<file path="config.mk">
export PLATFORM = sky130hd
export DESIGN_NAME = median_window_weight_linearizer_flat
export DESIGN_NICKNAME = d
export VERILOG_FILES = /design/src/sv/mwwl_pkg.sv /design/src/sv/mwwl_if.sv /design/src/sv/median_window_weight_linearizer.sv /design/src/sv/mwwl_cell.sv /design/src/sv/mwwl_weight.sv /design/src/flat_wrapper.sv
export SDC_FILE = /design/constraint.sdc
export NUM_CORES = 1
export LEC_CHECK = 0
export ABC_AREA = 1
export BUFFER_PORTS_ARGS = -buffer_cell sky130_fd_sc_hd__clkbuf_2
export CORE_UTILIZATION = 40
export CTS_CLUSTER_SIZE = 28
export DETAILED_ROUTE_END_ITERATION = 6
export SYNTH_ARGS = -nofsm -noshare
export SYNTH_HDL_FRONTEND = slang
export SYNTH_SLANG_ARGS = --single-unit
</file>
<file path="constraint.sdc">
create_clock -name clk -period 5.8 [get_ports clk]
set_clock_uncertainty 0.15 [all_clocks]
set_input_delay 1.16 -clock clk [delete_from_list [all_inputs] [get_ports clk]]
set_output_delay 1.16 -clock clk [all_outputs]
set_load 0.02 [all_outputs]
</file>
<file path="src/sv/mwwl_pkg.sv">
// ----------------------------------------------------------------------------
// mwwl_pkg
// Shared constants and types for the median window weight linearizer:
// field widths, breakpoints of the weight curve and the cell link record.
// ----------------------------------------------------------------------------
package mwwl_pkg;

    // field widths
    localparam int SAMPLE_W = 10;
    localparam int WEIGHT_W = 14;

    // default window length
    localparam int WINDOW_DEF = 10;

    // breakpoints of the piecewise linear curve, in converter codes
    localparam logic [SAMPLE_W-1:0] KNEE1      = 10'd310;
    localparam logic [SAMPLE_W-1:0] KNEE2      = 10'd465;
    localparam logic [SAMPLE_W-1:0] KNEE3      = 10'd775;
    localparam logic [SAMPLE_W-1:0] LIMIT_CODE = 10'd930;

    // segment slopes and offsets of N, evaluated at 20 bits
    localparam int N_CALC_W = 20;
    localparam int N_W      = 19;
    localparam logic [N_CALC_W-1:0] SLOPE0 = 20'd40;
    localparam logic [N_CALC_W-1:0] SLOPE1 = 20'd120;
    localparam logic [N_CALC_W-1:0] OFFS1  = 20'd24800;
    localparam logic [N_CALC_W-1:0] SLOPE2 = 20'd500;
    localparam logic [N_CALC_W-1:0] OFFS2  = 20'd201500;
    localparam logic [N_CALC_W-1:0] SLOPE3 = 20'd800;
    localparam logic [N_CALC_W-1:0] OFFS3  = 20'd434000;

    // scaled numerator 16*N and its division by codes per volt
    localparam int X_W         = 23;
    localparam int RECIP_W     = 24;
    localparam int RECIP_SHIFT = 32;
    localparam int PROD_W      = X_W + RECIP_W;
    localparam logic [X_W-1:0]     CODES_PER_VOLT = 23'd310;
    localparam logic [RECIP_W-1:0] RECIP          = 24'd13854733;

    // largest weight the curve can give
    localparam logic [WEIGHT_W-1:0] WEIGHT_MAX = 14'd15958;

    // what one sorting cell shows its right neighbor
    typedef struct packed {
        logic                valid;
        logic                gt;
        logic [SAMPLE_W-1:0] value;
    } cell_link_t;

endpackage

</file>
<file path="src/sv/mwwl_if.sv">
// ----------------------------------------------------------------------------
// mwwl_sample_if / mwwl_result_if
// Valid/ready channels carrying sample beats in and result beats out.
// ----------------------------------------------------------------------------
interface mwwl_sample_if;
    logic                          valid;
    logic                          ready;
    logic [mwwl_pkg::SAMPLE_W-1:0] sample;

    modport source (output valid, output sample, input ready);
    modport sink   (input valid, input sample, output ready);
endinterface

interface mwwl_result_if;
    logic                          valid;
    logic                          ready;
    logic [mwwl_pkg::SAMPLE_W-1:0] median_code;
    logic [mwwl_pkg::WEIGHT_W-1:0] weight_sixteenths;
    logic                          in_range;

    modport source (output valid, output median_code, output weight_sixteenths,
                    output in_range, input ready);
    modport sink   (input valid, input median_code, input weight_sixteenths,
                    input in_range, output ready);
endinterface

</file>
<file path="src/sv/median_window_weight_linearizer.sv">
// ----------------------------------------------------------------------------
// median_window_weight_linearizer
// Sorts each window of samples in a chain of insertion cells as the beats
// arrive, takes the median on the last beat and turns it into a weight.
// ----------------------------------------------------------------------------
// Throughput: one sample beat per cycle, one result per WINDOW samples.
// Result path after the window's last sample beat: median register,
//   scaling, reciprocal multiply, correction/output.
// Samples keep flowing while a result waits; the last beat of a window
//   stalls only when the median register cannot move on.
// Reset clears the fill count, the cell occupancy bits and all stage valids.
// ----------------------------------------------------------------------------
module median_window_weight_linearizer #(
    parameter int WINDOW = mwwl_pkg::WINDOW_DEF
) (
    input  logic          clk,
    input  logic          rst_n,
    mwwl_sample_if.sink   samples,
    mwwl_result_if.source results
);

    localparam int SW    = mwwl_pkg::SAMPLE_W;
    localparam int CNT_W = (WINDOW > 1) ? $clog2(WINDOW) : 1;
    localparam logic [CNT_W-1:0] LAST_CNT = CNT_W'(WINDOW - 1);
    localparam mwwl_pkg::cell_link_t HEAD = '{valid: 1'b1, gt: 1'b0, value: '0};

    logic [CNT_W-1:0] fill_count_reg, fill_count_next;
    logic             last_beat;
    logic             accept;
    logic             s1_free;
    logic             s1_valid_reg;
    logic [SW-1:0]    s1_median_reg;
    logic [SW-1:0]    median_next;
    logic             wgt_ready;

    mwwl_pkg::cell_link_t cell_out [WINDOW];
    logic [SW-1:0]        next_val [WINDOW];

    // accept control
    assign last_beat     = fill_count_reg == LAST_CNT;
    assign s1_free       = !s1_valid_reg || wgt_ready;
    assign samples.ready = !last_beat || s1_free;
    assign accept        = samples.valid && samples.ready;

    // window fill counter
    always_comb
    begin
        fill_count_next = fill_count_reg;
        if (accept)
        begin
            fill_count_next = last_beat ? '0 : fill_count_reg + CNT_W'(1);
        end
    end

    always_ff @(posedge clk or negedge rst_n)
    begin
        if (!rst_n)
        begin
            fill_count_reg <= '0;
        end
        else
        begin
            fill_count_reg <= fill_count_next;
        end
    end

    // sorted insertion chain
    for (genvar i = 0; i < WINDOW; i++)
    begin : g_cell
        mwwl_pkg::cell_link_t left_in;

        if (i == 0)
        begin : g_head
            assign left_in = HEAD;
        end
        else
        begin : g_body
            assign left_in = cell_out[i-1];
        end

        mwwl_cell u_cell (
            .clk        (clk),
            .rst_n      (rst_n),
            .load       (accept),
            .clear      (accept && last_beat),
            .sample     (samples.sample),
            .left       (left_in),
            .right      (cell_out[i]),
            .value_next (next_val[i])
        );
    end

    // median from the chain's next contents
    if ((WINDOW % 2) == 0)
    begin : g_even
        logic [SW:0] mid_sum;
        assign mid_sum     = {1'b0, next_val[WINDOW/2]} + {1'b0, next_val[WINDOW/2-1]};
        assign median_next = mid_sum[SW:1];
    end
    else
    begin : g_odd
        assign median_next = next_val[WINDOW/2];
    end

    // median register
    always_ff @(posedge clk or negedge rst_n)
    begin
        if (!rst_n)
        begin
            s1_valid_reg <= 1'b0;
        end
        else if (s1_free)
        begin
            s1_valid_reg <= accept && last_beat;
        end
    end

    always_ff @(posedge clk)
    begin
        if (s1_free && accept && last_beat)
        begin
            s1_median_reg <= median_next;
        end
    end

    // weight pipeline and output register
    mwwl_weight u_weight (
        .clk      (clk),
        .rst_n    (rst_n),
        .in_valid (s1_valid_reg),
        .in_ready (wgt_ready),
        .median   (s1_median_reg),
        .results  (results)
    );

endmodule

</file>
<file path="src/sv/mwwl_cell.sv">
// ----------------------------------------------------------------------------
// mwwl_cell
// One cell of the sorted insertion chain. Holds one code of the window;
// empty cells count as larger than any sample, so the chain stays sorted
// with empty cells at the high end.
// ----------------------------------------------------------------------------
module mwwl_cell (
    input  logic                          clk,
    input  logic                          rst_n,
    input  logic                          load,
    input  logic                          clear,
    input  logic [mwwl_pkg::SAMPLE_W-1:0] sample,
    input  mwwl_pkg::cell_link_t          left,
    output mwwl_pkg::cell_link_t          right,
    output logic [mwwl_pkg::SAMPLE_W-1:0] value_next
);

    logic                          valid_reg, valid_next;
    logic [mwwl_pkg::SAMPLE_W-1:0] value_reg;
    logic                          gt;

    // this cell gives way to the new sample
    assign gt = !valid_reg || (value_reg > sample);

    assign right.valid = valid_reg;
    assign right.gt    = gt;
    assign right.value = value_reg;

    // shift up from the left neighbor, take the sample, or keep
    always_comb
    begin
        if (!gt)
        begin
            value_next = value_reg;
        end
        else if (left.gt)
        begin
            value_next = left.value;
        end
        else
        begin
            value_next = sample;
        end
    end

    // occupancy grows from the low end by one per beat
    always_comb
    begin
        if (clear)
        begin
            valid_next = 1'b0;
        end
        else if (load)
        begin
            valid_next = valid_reg | left.valid;
        end
        else
        begin
            valid_next = valid_reg;
        end
    end

    always_ff @(posedge clk or negedge rst_n)
    begin
        if (!rst_n)
        begin
            valid_reg <= 1'b0;
        end
        else
        begin
            valid_reg <= valid_next;
        end
    end

    always_ff @(posedge clk)
    begin
        if (load)
        begin
            value_reg <= value_next;
        end
    end

endmodule

</file>
<file path="src/sv/mwwl_weight.sv">
// ----------------------------------------------------------------------------
// mwwl_weight
// Three-stage pipeline from median code to weight: segment select and
// scaling, reciprocal multiply, remainder correction into the output
// register. Each stage holds its own valid so bubbles collapse.
// ----------------------------------------------------------------------------
module mwwl_weight (
    input  logic                          clk,
    input  logic                          rst_n,
    input  logic                          in_valid,
    output logic                          in_ready,
    input  logic [mwwl_pkg::SAMPLE_W-1:0] median,
    mwwl_result_if.source                 results
);

    localparam int SW = mwwl_pkg::SAMPLE_W;
    localparam int WW = mwwl_pkg::WEIGHT_W;
    localparam int XW = mwwl_pkg::X_W;
    localparam int CW = mwwl_pkg::N_CALC_W;

    logic en2, en3, en4;

    // stage 2 registers
    logic          s2_valid_reg;
    logic [SW-1:0] s2_median_reg;
    logic          s2_range_reg;
    logic [XW-1:0] s2_x_reg;

    // stage 3 registers
    logic          s3_valid_reg;
    logic [SW-1:0] s3_median_reg;
    logic          s3_range_reg;
    logic [XW-1:0] s3_x_reg;
    logic [WW-1:0] s3_q_reg;

    // output registers
    logic          out_valid_reg;
    logic [SW-1:0] out_median_reg;
    logic          out_range_reg;
    logic [WW-1:0] out_weight_reg;

    logic                          in_range;
    logic [CW-1:0]                 m_ext;
    logic [CW-1:0]                 n_calc;
    logic [XW-1:0]                 x_next;
    logic [mwwl_pkg::PROD_W-1:0]   prod;
    logic [XW-1:0]                 rem;
    logic [WW-1:0]                 q_next;

    // stall chain from the output backwards
    assign en4      = !out_valid_reg || results.ready;
    assign en3      = !s3_valid_reg || en4;
    assign en2      = !s2_valid_reg || en3;
    assign in_ready = en2;

    // piecewise linear numerator, zero when out of range
    assign in_range = median < mwwl_pkg::LIMIT_CODE;
    assign m_ext    = CW'(median);

    always_comb
    begin
        if (median < mwwl_pkg::KNEE1)
        begin
            n_calc = m_ext * mwwl_pkg::SLOPE0;
        end
        else if (median < mwwl_pkg::KNEE2)
        begin
            n_calc = m_ext * mwwl_pkg::SLOPE1 - mwwl_pkg::OFFS1;
        end
        else if (median < mwwl_pkg::KNEE3)
        begin
            n_calc = m_ext * mwwl_pkg::SLOPE2 - mwwl_pkg::OFFS2;
        end
        else
        begin
            n_calc = m_ext * mwwl_pkg::SLOPE3 - mwwl_pkg::OFFS3;
        end
    end

    assign x_next = in_range ? {n_calc[mwwl_pkg::N_W-1:0], 4'b0000} : '0;

    // quotient estimate, low by at most one
    assign prod = mwwl_pkg::PROD_W'(s2_x_reg) * mwwl_pkg::PROD_W'(mwwl_pkg::RECIP);

    // remainder check fixes the estimate
    assign rem    = s3_x_reg - XW'(s3_q_reg) * mwwl_pkg::CODES_PER_VOLT;
    assign q_next = (rem >= mwwl_pkg::CODES_PER_VOLT) ? s3_q_reg + WW'(1) : s3_q_reg;

    always_ff @(posedge clk or negedge rst_n)
    begin
        if (!rst_n)
        begin
            s2_valid_reg  <= 1'b0;
            s3_valid_reg  <= 1'b0;
            out_valid_reg <= 1'b0;
        end
        else
        begin
            if (en2)
            begin
                s2_valid_reg <= in_valid;
            end
            if (en3)
            begin
                s3_valid_reg <= s2_valid_reg;
            end
            if (en4)
            begin
                out_valid_reg <= s3_valid_reg;
            end
        end
    end

    always_ff @(posedge clk)
    begin
        if (en2)
        begin
            s2_median_reg <= median;
            s2_range_reg  <= in_range;
            s2_x_reg      <= x_next;
        end
        if (en3)
        begin
            s3_median_reg <= s2_median_reg;
            s3_range_reg  <= s2_range_reg;
            s3_x_reg      <= s2_x_reg;
            s3_q_reg      <= prod[mwwl_pkg::RECIP_SHIFT +: WW];
        end
        if (en4)
        begin
            out_median_reg <= s3_median_reg;
            out_range_reg  <= s3_range_reg;
            out_weight_reg <= q_next;
        end
    end

    assign results.valid             = out_valid_reg;
    assign results.median_code       = out_median_reg;
    assign results.weight_sixteenths = out_weight_reg;
    assign results.in_range          = out_range_reg;

endmodule

</file>
<file path="src/flat_wrapper.sv">
// flat-port wrapper written by rule: the top's interface ports become plain ports
module median_window_weight_linearizer_flat 
#(
    parameter int WINDOW = mwwl_pkg::WINDOW_DEF
)
  (clk, rst_n, samples_valid, samples_sample, samples_ready, results_valid, results_median_code, results_weight_sixteenths, results_in_range, results_ready);
  mwwl_sample_if samples_i ();
  mwwl_result_if results_i ();
  input  logic clk;
  input  logic rst_n;
  input wire logic [$bits(samples_i.valid)-1:0] samples_valid;
  input wire logic [$bits(samples_i.sample)-1:0] samples_sample;
  output wire logic [$bits(samples_i.ready)-1:0] samples_ready;
  output wire logic [$bits(results_i.valid)-1:0] results_valid;
  output wire logic [$bits(results_i.median_code)-1:0] results_median_code;
  output wire logic [$bits(results_i.weight_sixteenths)-1:0] results_weight_sixteenths;
  output wire logic [$bits(results_i.in_range)-1:0] results_in_range;
  input wire logic [$bits(results_i.ready)-1:0] results_ready;
  assign samples_i.valid = samples_valid;
  assign samples_i.sample = samples_sample;
  assign samples_ready = samples_i.ready;
  assign results_valid = results_i.valid;
  assign results_median_code = results_i.median_code;
  assign results_weight_sixteenths = results_i.weight_sixteenths;
  assign results_in_range = results_i.in_range;
  assign results_i.ready = results_ready;
  median_window_weight_linearizer #(.WINDOW(WINDOW)) u_core (.clk(clk), .rst_n(rst_n), .samples(samples_i), .results(results_i));
endmodule
</file>
==> run summary <==
Total Nets Final -> 3530
Period minus WS final -> 5.92 ns
Diodes inserted -> 0
Dpl cells -> 3616
Post-synth EDFFs -> 165
Most used cell, CP -> nand2_1
Starting Density -> 40.7%
Synth top cells by count -> 526 x inv_1, 522 x nand2_1, 433 x ha_1
# IOs -> 41
Critical path startpoint category -> flip-flop
Setup Viol. Count Final -> 14
Clk Latency, worst-skew pair -> 0.45 ns
Die area -> 0.0585 mm2
Critical Path Slowest Stage Cell -> fa_1
Vias/cell -> 5.11
Largest area contributor in the netlist -> ha_1
Cts hold-fix bufs -> 0
DR pass1 iterations -> 5
Synth cell types -> 48
Post-synthesis register bit count -> 179
Crit-path max FO -> 7
Largest net degree at the start of global routing -> 44
Clock-pin transition on the worst setup and hold timing paths -> 0.08 ns
Initial antenna violation count -> 0
Crit-path max cell delay -> 0.54 ns
Final slew viol count -> 0
Global route overflow -> 0
Die width -> 242 um
Area contributors post-synth -> ha_1 24%, edfxtp_1 22%, fa_1 16%
Dpl hpwl -> 51700 um
RSZ-0062 raised after global routing -> true
Area grow syn2layout -> 14.9%
Slew HR -> 24.6%
Clock H-tree levels -> 4
Final hold vios -> 0
Worst Setup End Kind -> flip-flop
Fmax -> 0.169 GHz
YS warnings -> 0
CTS sink cnt -> 179
Port bufs -> 40
Asr flop ratio synth -> 7.82%
Tcrit/Tclk final -> 102%
Worst Max-Slew Pin Slew -> 1.13 ns
Num rows -> 87
Wire length per cell -> 16.7 um
Initial drt markers -> 1101
Core ar. -> 0.0566 mm2
Failing checks -> negative setup slack
TritonCTS Buffers -> 17
Number of remaining DRC errors -> 0
Most common cell in the netlist -> inv_1
Total Wirelength -> 61300 um
Post-Synthesis Net Count -> 3336
Pre-CTS setup slack -> -0.257 ns
Top FF cell, synth -> edfxtp_1
Root buf cell -> clkbuf_16
Register area share after synthesis -> 23.1%
Fraction of layout instances using a drive strength above 1 -> 11.5%
MaxCap Viol Count -> 0
Setup WS post-layout -> -0.118 ns
Synth Cell Area -> 0.0230 mm2
Arrival @ worst endpoint -> 5.98 ns
Worst endpoint required time -> 5.86 ns
Clock Path Buffers -> 2
Worst hold stages -> 0
Hold Crit Class -> flip-flop to flip-flop
Die Span Y -> 242 um
DRT antenna net count -> 0
R2R depth -> 36
Total global-route track usage -> 21.0%
Total number of vias -> 18.8k
Avg Cell Area, Syn -> 8.49 um2
Final GP Congestion -> 0.941
Status -> finished, violations left
First-pass GRT wire length -> 98100 um
Max reg flops -> 60
Synth top area share -> 23.5%
Final std cells w/o fill -> 3672
CTS tree -> built
Cell count after synthesis -> 2709
Vias in the first global route -> 18.9k
Setup CP Type -> flip-flop to flip-flop
[layout by cell type (no fill, tap or decap), types with 18 or more instances in the layout]
master	synthesis	layout
nand2_1	522	497
nand3_1	169	165
nand4_1	31	31
edfxtp_1	165	165
ha_4	0	18
a21oi_1	162	150
buf_4	0	146
clkbuf_2	0	40
inv_1	526	518
nor3_1	23	22
xor2_1	53	49
nand2_2	2	24
ha_1	433	407
fa_1	180	179
o21ai_0	113	101
nor2_1	154	151
xnor2_1	26	24
clkbuf_16	0	20
[layer usage]
metal / global-route usage [%] / vias to the layer above / part of all wire, %
met5: 0 / - / 0
met4: 5.04 / 0 / 1.9
met3: 1.93 / 63 / 2.8
met2: 36.4 / 372 / 49
met1: 28.1 / 9042 / 46
li1: - / 9302 / -
[worst max-delay path: cells and delay by family (launching register included)]
kind	cells	cell delay, ns
AO/OA/AOI/OAI	1	0.19
XOR/XNOR	1	0.08
adder cells (fa/ha/maj)	6	2.32
buffers and inverters	9	0.73
flip-flops	1	0.44
AND/OR/NAND/NOR	19	1.77
[through the flow]
step                      util, %  cell area, um2  setup TNS, ns  hold slack, ns
after floorplan                 -           23000              0           0.250
after global placement       44.3           25100          -3.05           0.252
after detailed placement     44.3           25100          -3.39           0.255
after CTS                    45.6           25800         -0.337           0.271
after global routing         46.7           26400          -5.81           0.274
final                        46.7           26400          -1.37           0.271
[path summary, 6_finish.rpt]
kind	start	to	slack, ns
setup / recovery	u_core.u_weight.s3_q_reg[4]$_DFFE_PP_	u_core.u_weight.results.weight_sixteenths[9]$_DFFE_PP_	-0.12
hold / removal	u_core.u_weight.s2_median_reg[2]$_DFFE_PP_	u_core.u_weight.s3_median_reg[2]$_DFFE_PP_	0.27
setup reg to reg	u_core.u_weight.s3_q_reg[4]$_DFFE_PP_	u_core.u_weight.results.weight_sixteenths[9]$_DFFE_PP_	-0.12
hold reg to reg	u_core.u_weight.s2_median_reg[2]$_DFFE_PP_	u_core.u_weight.s3_median_reg[2]$_DFFE_PP_	0.27
max in group asynchronous	rst_n	u_core.g_cell[5].u_cell.valid_reg$_DFFE_PN0P_	4.79
min in group asynchronous	rst_n	u_core.u_weight.results.valid$_DFFE_PN0P_	0.45
[area by class of cell]
type / instances / area [um2]
Multi-Input combinational cell: 1981 / 16200
Tap cell: 756 / 946
Inverter: 532 / 2000
Sequential cell: 179 / 5310
Timing Repair Buffer: 192 / 1400
Clock buffer: 19 / 454
Clock inverter: 13 / 178
Fill cell: 5460 / 30200
[repair_timing]
item / CTS / global route
gates resized for setup: 19 / 100
setup endpoints to repair: 15 / 26
setup buffers: 9 / 13
gates cloned: 0 / 2
pin swaps: 12 / 56
[kinds of logic (layout without fill, tap and decap cells)]
| family | after synthesis | after routing | share of synthesized area, % |
|---|---|---|---|
| xor gates and xnor gates | 79 | 79 | 3.01 |
| AOI/OAI and AO/OA | 355 | 355 | 8.58 |
| buffers and inverters | 549 | 756 | 9.02 |
| adders and majority gates | 613 | 613 | 39.2 |
| and+or+nand+nor | 934 | 934 | 17.1 |
| DFF | 179 | 179 | 23.1 |
Power is not shown: default switching activity piles up to over one toggle a cycle in this logic, so the estimate is an artifact.
